==> src/design/iida_pkg.sv <==
// Package for the indexed insert/delete array: request and result payload
// types, operation codes and status codes. No dependencies.
package iida_pkg;

    // Field widths of the request and result channels.
    localparam int FUNC_W  = 3;
    localparam int POS_W   = 7;
    localparam int WORD_W  = 32;
    localparam int STAT_W  = 2;
    localparam int FILL_W  = 7;

    // Operation codes carried in the func field.
    localparam logic [FUNC_W-1:0] FUNC_APPEND = 3'd0;
    localparam logic [FUNC_W-1:0] FUNC_INSERT = 3'd1;
    localparam logic [FUNC_W-1:0] FUNC_REMOVE = 3'd2;
    localparam logic [FUNC_W-1:0] FUNC_READ   = 3'd3;
    localparam logic [FUNC_W-1:0] FUNC_WRITE  = 3'd4;

    // Status codes returned with every result.
    localparam logic [STAT_W-1:0] STATUS_OK    = 2'd0;
    localparam logic [STAT_W-1:0] STATUS_RANGE = 2'd1;
    localparam logic [STAT_W-1:0] STATUS_FULL  = 2'd2;

    // One request on the input channel.
    typedef struct packed {
        logic [FUNC_W-1:0]        func;
        logic [POS_W-1:0]         position;
        logic signed [WORD_W-1:0] word_in;
    } iida_req_t;

    // One result on the output channel.
    typedef struct packed {
        logic signed [WORD_W-1:0] word_out;
        logic [STAT_W-1:0]        status;
        logic [FILL_W-1:0]        fill_count;
    } iida_res_t;

endpackage

==> src/design/iida_word_ram.sv <==
// Word store of the indexed insert/delete array: a simple dual-port memory
// with one write port and one registered read port. No dependencies.
module iida_word_ram #(
    parameter int DEPTH     = 64,
    parameter int WORD_BITS = 32
) (
    input  logic                     aclk,
    input  logic                     wr_en,
    input  logic [$clog2(DEPTH)-1:0] wr_addr,
    input  logic [WORD_BITS-1:0]     wr_data,
    input  logic [$clog2(DEPTH)-1:0] rd_addr,
    output logic [WORD_BITS-1:0]     rd_data
);

    logic [WORD_BITS-1:0] mem [DEPTH];

    // Write port and registered read port; a read that shares its entry with
    // a write in the same cycle is never used in this design.
    always_ff @(posedge aclk) begin
        if (wr_en) begin
            mem[wr_addr] <= wr_data;
        end
        rd_data <= mem[rd_addr];
    end

endmodule

==> src/design/indexed_insert_delete_array.sv <==
// Indexed insert/delete array: an ordered store of up to DEPTH words held in
// one synchronous memory with a fill count. Append, write, an unused selector
// and any request that fails its index or full check go from idle straight to
// the response state. Read and remove of the last word pass through the read
// wait state, and insert at the end through the final state. An insert that
// moves words passes through the shift and final states, a remove that moves
// words through the read wait, shift and final states; the words above the
// index are moved one entry per cycle through the single read and single
// write port of the memory. One request is in flight at a time; a finished
// result waits in the output register while the next request is taken, and
// a request whose result finds that register still held waits in the response
// state while the result side holds off. Depends on iida_pkg and iida_word_ram.
module indexed_insert_delete_array #(
    parameter int DEPTH     = 64,
    parameter int WORD_BITS = 32
) (
    input  logic                aclk,
    input  logic                aresetn,
    input  logic                s_valid,
    output logic                s_ready,
    input  iida_pkg::iida_req_t s_req,
    output logic                m_valid,
    input  logic                m_ready,
    output iida_pkg::iida_res_t m_res
);

    localparam int AW    = $clog2(DEPTH);
    localparam int CNT_W = $clog2(DEPTH + 1);
    localparam int CMP_W = (CNT_W > iida_pkg::POS_W) ? CNT_W : iida_pkg::POS_W;

    typedef enum logic [2:0] {
        ST_IDLE,
        ST_RD_WAIT,
        ST_SHIFT,
        ST_FINAL,
        ST_RESP
    } state_t;

    state_t                        state_reg, state_next;
    logic [CNT_W-1:0]              cnt_reg, cnt_next;
    logic [AW-1:0]                 src_reg, src_next;
    logic [AW-1:0]                 last_reg, last_next;
    logic [AW-1:0]                 dst_reg, dst_next;
    logic [AW-1:0]                 pos_reg, pos_next;
    logic                          up_reg, up_next;
    logic                          more_reg, more_next;
    logic                          pend_reg, pend_next;
    logic                          ins_reg, ins_next;
    logic [WORD_BITS-1:0]          word_reg, word_next;
    logic [iida_pkg::WORD_W-1:0]   res_word_reg, res_word_next;
    logic [iida_pkg::STAT_W-1:0]   status_reg, status_next;
    logic                          m_valid_reg, m_valid_next;
    iida_pkg::iida_res_t           m_res_reg, m_res_next;

    logic                          mem_we;
    logic [AW-1:0]                 mem_wa;
    logic [WORD_BITS-1:0]          mem_wd;
    logic [AW-1:0]                 mem_ra;
    logic [WORD_BITS-1:0]          mem_rd;

    logic [CMP_W-1:0]              pos_c;
    logic [CMP_W-1:0]              n_c;
    logic                          full;
    logic [WORD_BITS-1:0]          w_in;

    assign s_ready = (state_reg == ST_IDLE);
    assign m_valid = m_valid_reg;
    assign m_res   = m_res_reg;

    // Request fields brought to the widths of the count and the store.
    assign pos_c = CMP_W'(s_req.position);
    assign n_c   = CMP_W'(cnt_reg);
    assign full  = (cnt_reg == CNT_W'(DEPTH));
    assign w_in  = WORD_BITS'($unsigned(s_req.word_in));

    iida_word_ram #(
        .DEPTH     (DEPTH),
        .WORD_BITS (WORD_BITS)
    ) u_ram (
        .aclk    (aclk),
        .wr_en   (mem_we),
        .wr_addr (mem_wa),
        .wr_data (mem_wd),
        .rd_addr (mem_ra),
        .rd_data (mem_rd)
    );

    // Sequencer: decode and check in idle, then read, shift and write back.
    always_comb begin
        state_next    = state_reg;
        cnt_next      = cnt_reg;
        src_next      = src_reg;
        last_next     = last_reg;
        dst_next      = dst_reg;
        pos_next      = pos_reg;
        up_next       = up_reg;
        more_next     = more_reg;
        pend_next     = pend_reg;
        ins_next      = ins_reg;
        word_next     = word_reg;
        res_word_next = res_word_reg;
        status_next   = status_reg;
        m_valid_next  = m_valid_reg && !m_ready;
        m_res_next    = m_res_reg;
        mem_we        = 1'b0;
        mem_wa        = dst_reg;
        mem_wd        = mem_rd;
        mem_ra        = src_reg;

        unique case (state_reg)
            ST_IDLE: begin
                if (s_valid) begin
                    pos_next      = AW'(s_req.position);
                    word_next     = w_in;
                    res_word_next = '0;
                    status_next   = iida_pkg::STATUS_OK;
                    ins_next      = 1'b0;
                    more_next     = 1'b0;
                    pend_next     = 1'b0;
                    state_next    = ST_RESP;
                    unique case (s_req.func)
                        iida_pkg::FUNC_APPEND: begin
                            if (full) begin
                                status_next = iida_pkg::STATUS_FULL;
                            end else begin
                                mem_we   = 1'b1;
                                mem_wa   = AW'(cnt_reg);
                                mem_wd   = w_in;
                                cnt_next = cnt_reg + 1'b1;
                            end
                        end
                        iida_pkg::FUNC_INSERT: begin
                            if (pos_c > n_c) begin
                                status_next = iida_pkg::STATUS_RANGE;
                            end else if (full) begin
                                status_next = iida_pkg::STATUS_FULL;
                            end else begin
                                cnt_next = cnt_reg + 1'b1;
                                ins_next = 1'b1;
                                if (pos_c < n_c) begin
                                    // Move words from the top down to the index.
                                    src_next   = AW'(cnt_reg - 1'b1);
                                    last_next  = AW'(s_req.position);
                                    up_next    = 1'b1;
                                    more_next  = 1'b1;
                                    state_next = ST_SHIFT;
                                end else begin
                                    state_next = ST_FINAL;
                                end
                            end
                        end
                        iida_pkg::FUNC_REMOVE: begin
                            if (pos_c >= n_c) begin
                                status_next = iida_pkg::STATUS_RANGE;
                            end else begin
                                mem_ra     = AW'(s_req.position);
                                cnt_next   = cnt_reg - 1'b1;
                                src_next   = AW'(s_req.position) + 1'b1;
                                last_next  = AW'(cnt_reg - 1'b1);
                                up_next    = 1'b0;
                                more_next  = (pos_c + 1'b1) != n_c;
                                state_next = ST_RD_WAIT;
                            end
                        end
                        iida_pkg::FUNC_READ: begin
                            if (pos_c >= n_c) begin
                                status_next = iida_pkg::STATUS_RANGE;
                            end else begin
                                mem_ra     = AW'(s_req.position);
                                state_next = ST_RD_WAIT;
                            end
                        end
                        iida_pkg::FUNC_WRITE: begin
                            if (pos_c >= n_c) begin
                                status_next = iida_pkg::STATUS_RANGE;
                            end else begin
                                mem_we = 1'b1;
                                mem_wa = AW'(s_req.position);
                                mem_wd = w_in;
                            end
                        end
                        default: begin
                            status_next = iida_pkg::STATUS_OK;
                        end
                    endcase
                end
            end
            ST_RD_WAIT: begin
                // The word at the index arrives from the memory.
                res_word_next = iida_pkg::WORD_W'(mem_rd);
                state_next    = more_reg ? ST_SHIFT : ST_RESP;
            end
            ST_SHIFT: begin
                // Write back the word read last cycle, one entry over.
                if (pend_reg) begin
                    mem_we = 1'b1;
                    mem_wa = dst_reg;
                    mem_wd = mem_rd;
                end
                if (more_reg) begin
                    mem_ra    = src_reg;
                    pend_next = 1'b1;
                    dst_next  = up_reg ? src_reg + 1'b1 : src_reg - 1'b1;
                    src_next  = up_reg ? src_reg - 1'b1 : src_reg + 1'b1;
                    more_next = (src_reg != last_reg);
                end else begin
                    pend_next  = 1'b0;
                    state_next = ST_FINAL;
                end
            end
            ST_FINAL: begin
                // An insert drops its word into the opened slot.
                if (ins_reg) begin
                    mem_we = 1'b1;
                    mem_wa = pos_reg;
                    mem_wd = word_reg;
                end
                state_next = ST_RESP;
            end
            ST_RESP: begin
                if (!m_valid_reg || m_ready) begin
                    m_valid_next          = 1'b1;
                    m_res_next.word_out   = res_word_reg;
                    m_res_next.status     = status_reg;
                    m_res_next.fill_count = iida_pkg::FILL_W'(cnt_reg);
                    state_next            = ST_IDLE;
                end
            end
            default: begin
                state_next = ST_IDLE;
            end
        endcase
    end

    // State, count and the result register.
    always_ff @(posedge aclk) begin
        if (!aresetn) begin
            state_reg   <= ST_IDLE;
            cnt_reg     <= '0;
            more_reg    <= 1'b0;
            pend_reg    <= 1'b0;
            ins_reg     <= 1'b0;
            m_valid_reg <= 1'b0;
        end else begin
            state_reg   <= state_next;
            cnt_reg     <= cnt_next;
            more_reg    <= more_next;
            pend_reg    <= pend_next;
            ins_reg     <= ins_next;
            m_valid_reg <= m_valid_next;
        end
        src_reg      <= src_next;
        last_reg     <= last_next;
        dst_reg      <= dst_next;
        pos_reg      <= pos_next;
        up_reg       <= up_next;
        word_reg     <= word_next;
        res_word_reg <= res_word_next;
        status_reg   <= status_next;
        m_res_reg    <= m_res_next;
    end

    // The fill count never passes the store depth.
    a_cnt_bound: assert property (@(posedge aclk) disable iff (!aresetn)
        cnt_reg <= CNT_W'(DEPTH))
        else $error("fill count above depth");

    // The fill count changes only when a request is accepted.
    a_cnt_on_accept: assert property (@(posedge aclk) disable iff (!aresetn)
        !(s_valid && s_ready) |=> $stable(cnt_reg))
        else $error("fill count changed without a request");

    // The memory is written in idle only for an accepted request.
    a_we_idle: assert property (@(posedge aclk) disable iff (!aresetn)
        (mem_we && state_reg == ST_IDLE) |-> s_valid)
        else $error("memory write in idle without a request");

    // A result that can be loaded shows up on the next cycle.
    a_resp_load: assert property (@(posedge aclk) disable iff (!aresetn)
        (state_reg == ST_RESP && (!m_valid_reg || m_ready)) |=>
            (m_valid_reg && state_reg == ST_IDLE))
        else $error("result not delivered from response state");

    // A shift in progress always has a pending write or a read to issue.
    a_shift_work: assert property (@(posedge aclk) disable iff (!aresetn)
        (state_reg == ST_SHIFT) |-> (pend_reg || more_reg))
        else $error("shift state with nothing to do");

endmodule

==> config.mk <==
export PLATFORM = sky130hd
export DESIGN_NAME = indexed_insert_delete_array
export DESIGN_NICKNAME = d
export VERILOG_FILES = /design/src/design/iida_pkg.sv /design/src/design/iida_word_ram.sv /design/src/design/indexed_insert_delete_array.sv
export SDC_FILE = /design/constraint.sdc
export NUM_CORES = 2
export LEC_CHECK = 0
export ABC_AREA = 1
export BUFFER_PORTS_ARGS = -buffer_cell sky130_fd_sc_hd__buf_2
export CAP_MARGIN = 10
export CORE_ASPECT_RATIO = 0.9
export CORE_MARGIN = 5
export CORE_UTILIZATION = 55
export CTS_BUF_LIST = sky130_fd_sc_hd__clkbuf_16
export DETAILED_ROUTE_END_ITERATION = 10
export GPL_TIMING_DRIVEN = 0
export PLACE_DENSITY = 0.71
export SLEW_MARGIN = 0
export SYNTH_ARGS = -nofsm -noshare
export SYNTH_HDL_FRONTEND = slang
export SYNTH_HIERARCHICAL = 1
export SYNTH_SLANG_ARGS = --single-unit
export TNS_END_PERCENT = 50
==> constraint.sdc <==
create_clock -name aclk -period 5.8 [get_ports aclk]
set_input_delay 0.29 -clock aclk [delete_from_list [all_inputs] [get_ports aclk]]
set_output_delay 0.29 -clock aclk [all_outputs]
set_load 0.02 [all_outputs]
==> summary.md <==
| Metric | Value |
|---|---|
| Final net count | 8333 |
| Leakage | 38.4 nW |
| Syn Area/Cell | 11.7 um^2 |
| Worst Setup Start Kind | register |
| # clock sinks | 2226 |
| Status | finished with violations |
| Detailed-route via count | 69190 |
| Clock transition at path regs | 0.07 ns |
| Peak supply drop | 0.333 mV |
| Min-delay worst type | in -> reg |
| Most frequent cell after synthesis | nand2_1 |
| Register area share after synthesis | 73.0% |
| Clock Latency Late Sink | 0.88 ns |
| Antenna-violating nets left | 0 |
| Slew headroom | 11.4% |
| First-pass GRT wire length | 484 mm |
| Worst EP required | 6.57 ns |
| Layout cells sized above 1 | 11.8% |
| Worst EP arrival | 6.77 ns |
| CP Class | reg -> reg |
| Deepest clock path buffer count | 3 |
| Final worst setup slack | -0.198 ns |
| Root Buffer | clkbuf_16 |
| Die Y-Extent | 396 um |
| Remaining DRCs | 0 |
| Cell area after layout | 0.105 mm^2 |
| Syn Inst Count | 7790 |
| Dominant synthesized flop cell | edfxtp_1 |
| Placer Congestion | 1.05 |
| CTS H-tree depth | 4 |
| Dpl ws | -0.573 ns |
| Antenna violations before repair | 21 |
| Die Area | 0.174 mm^2 |
| Number of CTS-inserted buffers | 213 |
| Synth Net Count | 7848 |
| Iteration-0 DRC count of the detailed router | 12761 |
| IO Pins | 89 |
| Failing checks | negative setup slack |
| Synth cell count leaders | 2622 x nand2_1, 2180 x edfxtp_1, 1997 x nand3_1 |
| WL final | 356 mm |
| Final worst-path cycle share | 103% |
| Synth Cell Area | 0.0909 mm^2 |
| Slew @ Worst Pin | 1.33 ns |
| Tot GR Track Use | 40.3% |
| Asr flop ratio synth | 0% |
| Number of global-route vias before repair | 62472 |
| Maximum clock frequency | 167 MHz |
| Synth-to-Final Area Change | 15.6% |
| Power Density | 382 mW/mm^2 |
| Rows | 141 |
| Largest area contributor in the synthesized netlist | edfxtp_1 |
| Post-detailed-route wirelength per cell | 33.3 um |
| Max FFs per register | 2048 |
| First-pass detailed-route iteration total | 6 |
| Number of endpoints failing setup at the final stage | 17 |
| Setup TNS | -1.34 ns |
| Max cap viols | 0 |
| Yosys warnings | 6 |
| Share of the synthesized area in the top cell type | 72.0% |
| EDFF count, synth | 2180 |
| Skew final | 0.0598 ns |
| Slew Viols, Final | 0 |
| Grt total ovfl | 0 |
| Critical path capture point type | register |
| Vias/cell | 6.47 |
| Count of final hold-check violations | 0 |
| CTS tree | built |
| Final Critical Period | 6.00 ns |
| Port bufs | 88 |
| DP Wirelength | 249 mm |
| Leading post-synthesis cells by cell area | edfxtp_1 72%, nand3_1 11%, nand2_1 11% |
| Die W | 439 um |
| Synth Register Bits | 2226 |
| Unrepaired setup endpoints after global routing | no |
| Distinct cell type count after synthesis | 38 |
| Worst-path maximum fanout | 10 |
| Largest net degree at the start of global routing | 65 |
| Placed Instance Area | 0.0976 mm^2 |
| Initial Util | 55.3% |
| Core area | 0.164 mm^2 |
| Total power draw | 40.2 mW |
## layout by cell type, fill, tap and decap left out, types with 64 or more instances in the layout
master,netlist,final
nor2_1,144,82
nand2_1,2622,2621
clkbuf_1,103,81
clkbuf_16,0,213
buf_12,0,81
nand3_1,1997,1958
o21ai_0,78,78
buf_2,261,349
inv_1,113,165
edfxtp_1,2180,2180
nor2_4,2,64
## cell families (layout without fill, tap and decap cells)
kind of cell	after synthesis	in the layout	share of synthesized area [%]
buf+inv	611	1276	3.22
compound gates	125	125	0.720
simple gates	4796	4796	22.7
flops	2226	2226	73.0
fa+ha+maj	12	12	0.165
other cells	0	29	0
xor+xnor	20	20	0.193
## metal layers
metal	vias up	wire, um	track usage [%]
met2	5981	147000	56.4
met5	-	379	1.28
met1	33574	124000	54.3
li1	28480	-	-
met3	1141	61400	16.6
met4	14	23200	20.6
## cell type report
| type | count | area (um^2) |
|---|---|---|
| Clock buffer | 213 | 5330 |
| Sequential cell | 2226 | 66400 |
| Clock inverter | 182 | 1340 |
| Timing Repair Buffer | 270 | 3650 |
| Buffer | 486 | 2540 |
| Tap cell | 2216 | 2770 |
| Antenna cell | 29 | 72.6 |
| Multi-Input combinational cell | 4953 | 22500 |
| Inverter | 125 | 472 |
| Fill cell | 12317 | 59200 |
## timing repair
item / in CTS / in global routing
resized for setup: 29 / 35
hold endpoints to repair: 72 / 0
buffers inserted: 0 / 6
endpoints found under the setup margin: 32 / 200
pin swaps: 0 / 3
hold buffers: 47 / 0
## worst max-delay path, cell delays in order (launching register included)
cell	delay, ns
dfxtp_1	0.52
inv_1	0.22
ha_1	0.33
nand2_1	0.13
nor2_1	0.09
nand3b_1	0.39
nand4_1	0.34
nor2_4	0.32
buf_2	0.27
a21oi_1	0.10
buf_2	0.27
inv_1	0.18
buf_2	0.55
clkdlybuf4s15_2	0.66
nand3_1	0.41
nand3_1	0.25
nand3_1	0.19
nand2_1	0.32
nand2_1	0.16
nand2_1	0.12
## final timing paths
kind / from / slack, ns / depth (start not counted) / end
hold reg to reg: res_word_reg[18] / 0.42 / 0 / m_res[27]
setup reg to reg: cnt_reg[6] / -0.20 / 19 / u_ram/rd_data[1]
setup / recovery: cnt_reg[6] / -0.20 / 19 / u_ram/rd_data[1]
hold / removal: s_req[18] / 0.17 / 2 / word_reg[18]
## power by group
group | internal [mW] | leakage, nW | total [mW] | switching [mW]
registers | 19.3 | 20.2 | 19.4 | 0.108
logic | 1.36 | 14.8 | 7.25 | 5.89
clock network | 7.27 | 3.45 | 13.5 | 6.21
total | 28.0 | 38.4 | 40.2 | 12.2
## through the flow
stage	utilization, %	hold slack (ns)	instances
after global routing	63.9	0.156	10673
final	64.0	0.169	10700
after floorplan	-	0.389	7790
after detailed placement	59.4	0.405	10222
after CTS	63.8	0.127	10664
after global placement	57.3	0.401	10094
(Power assumes the default switching activity.)
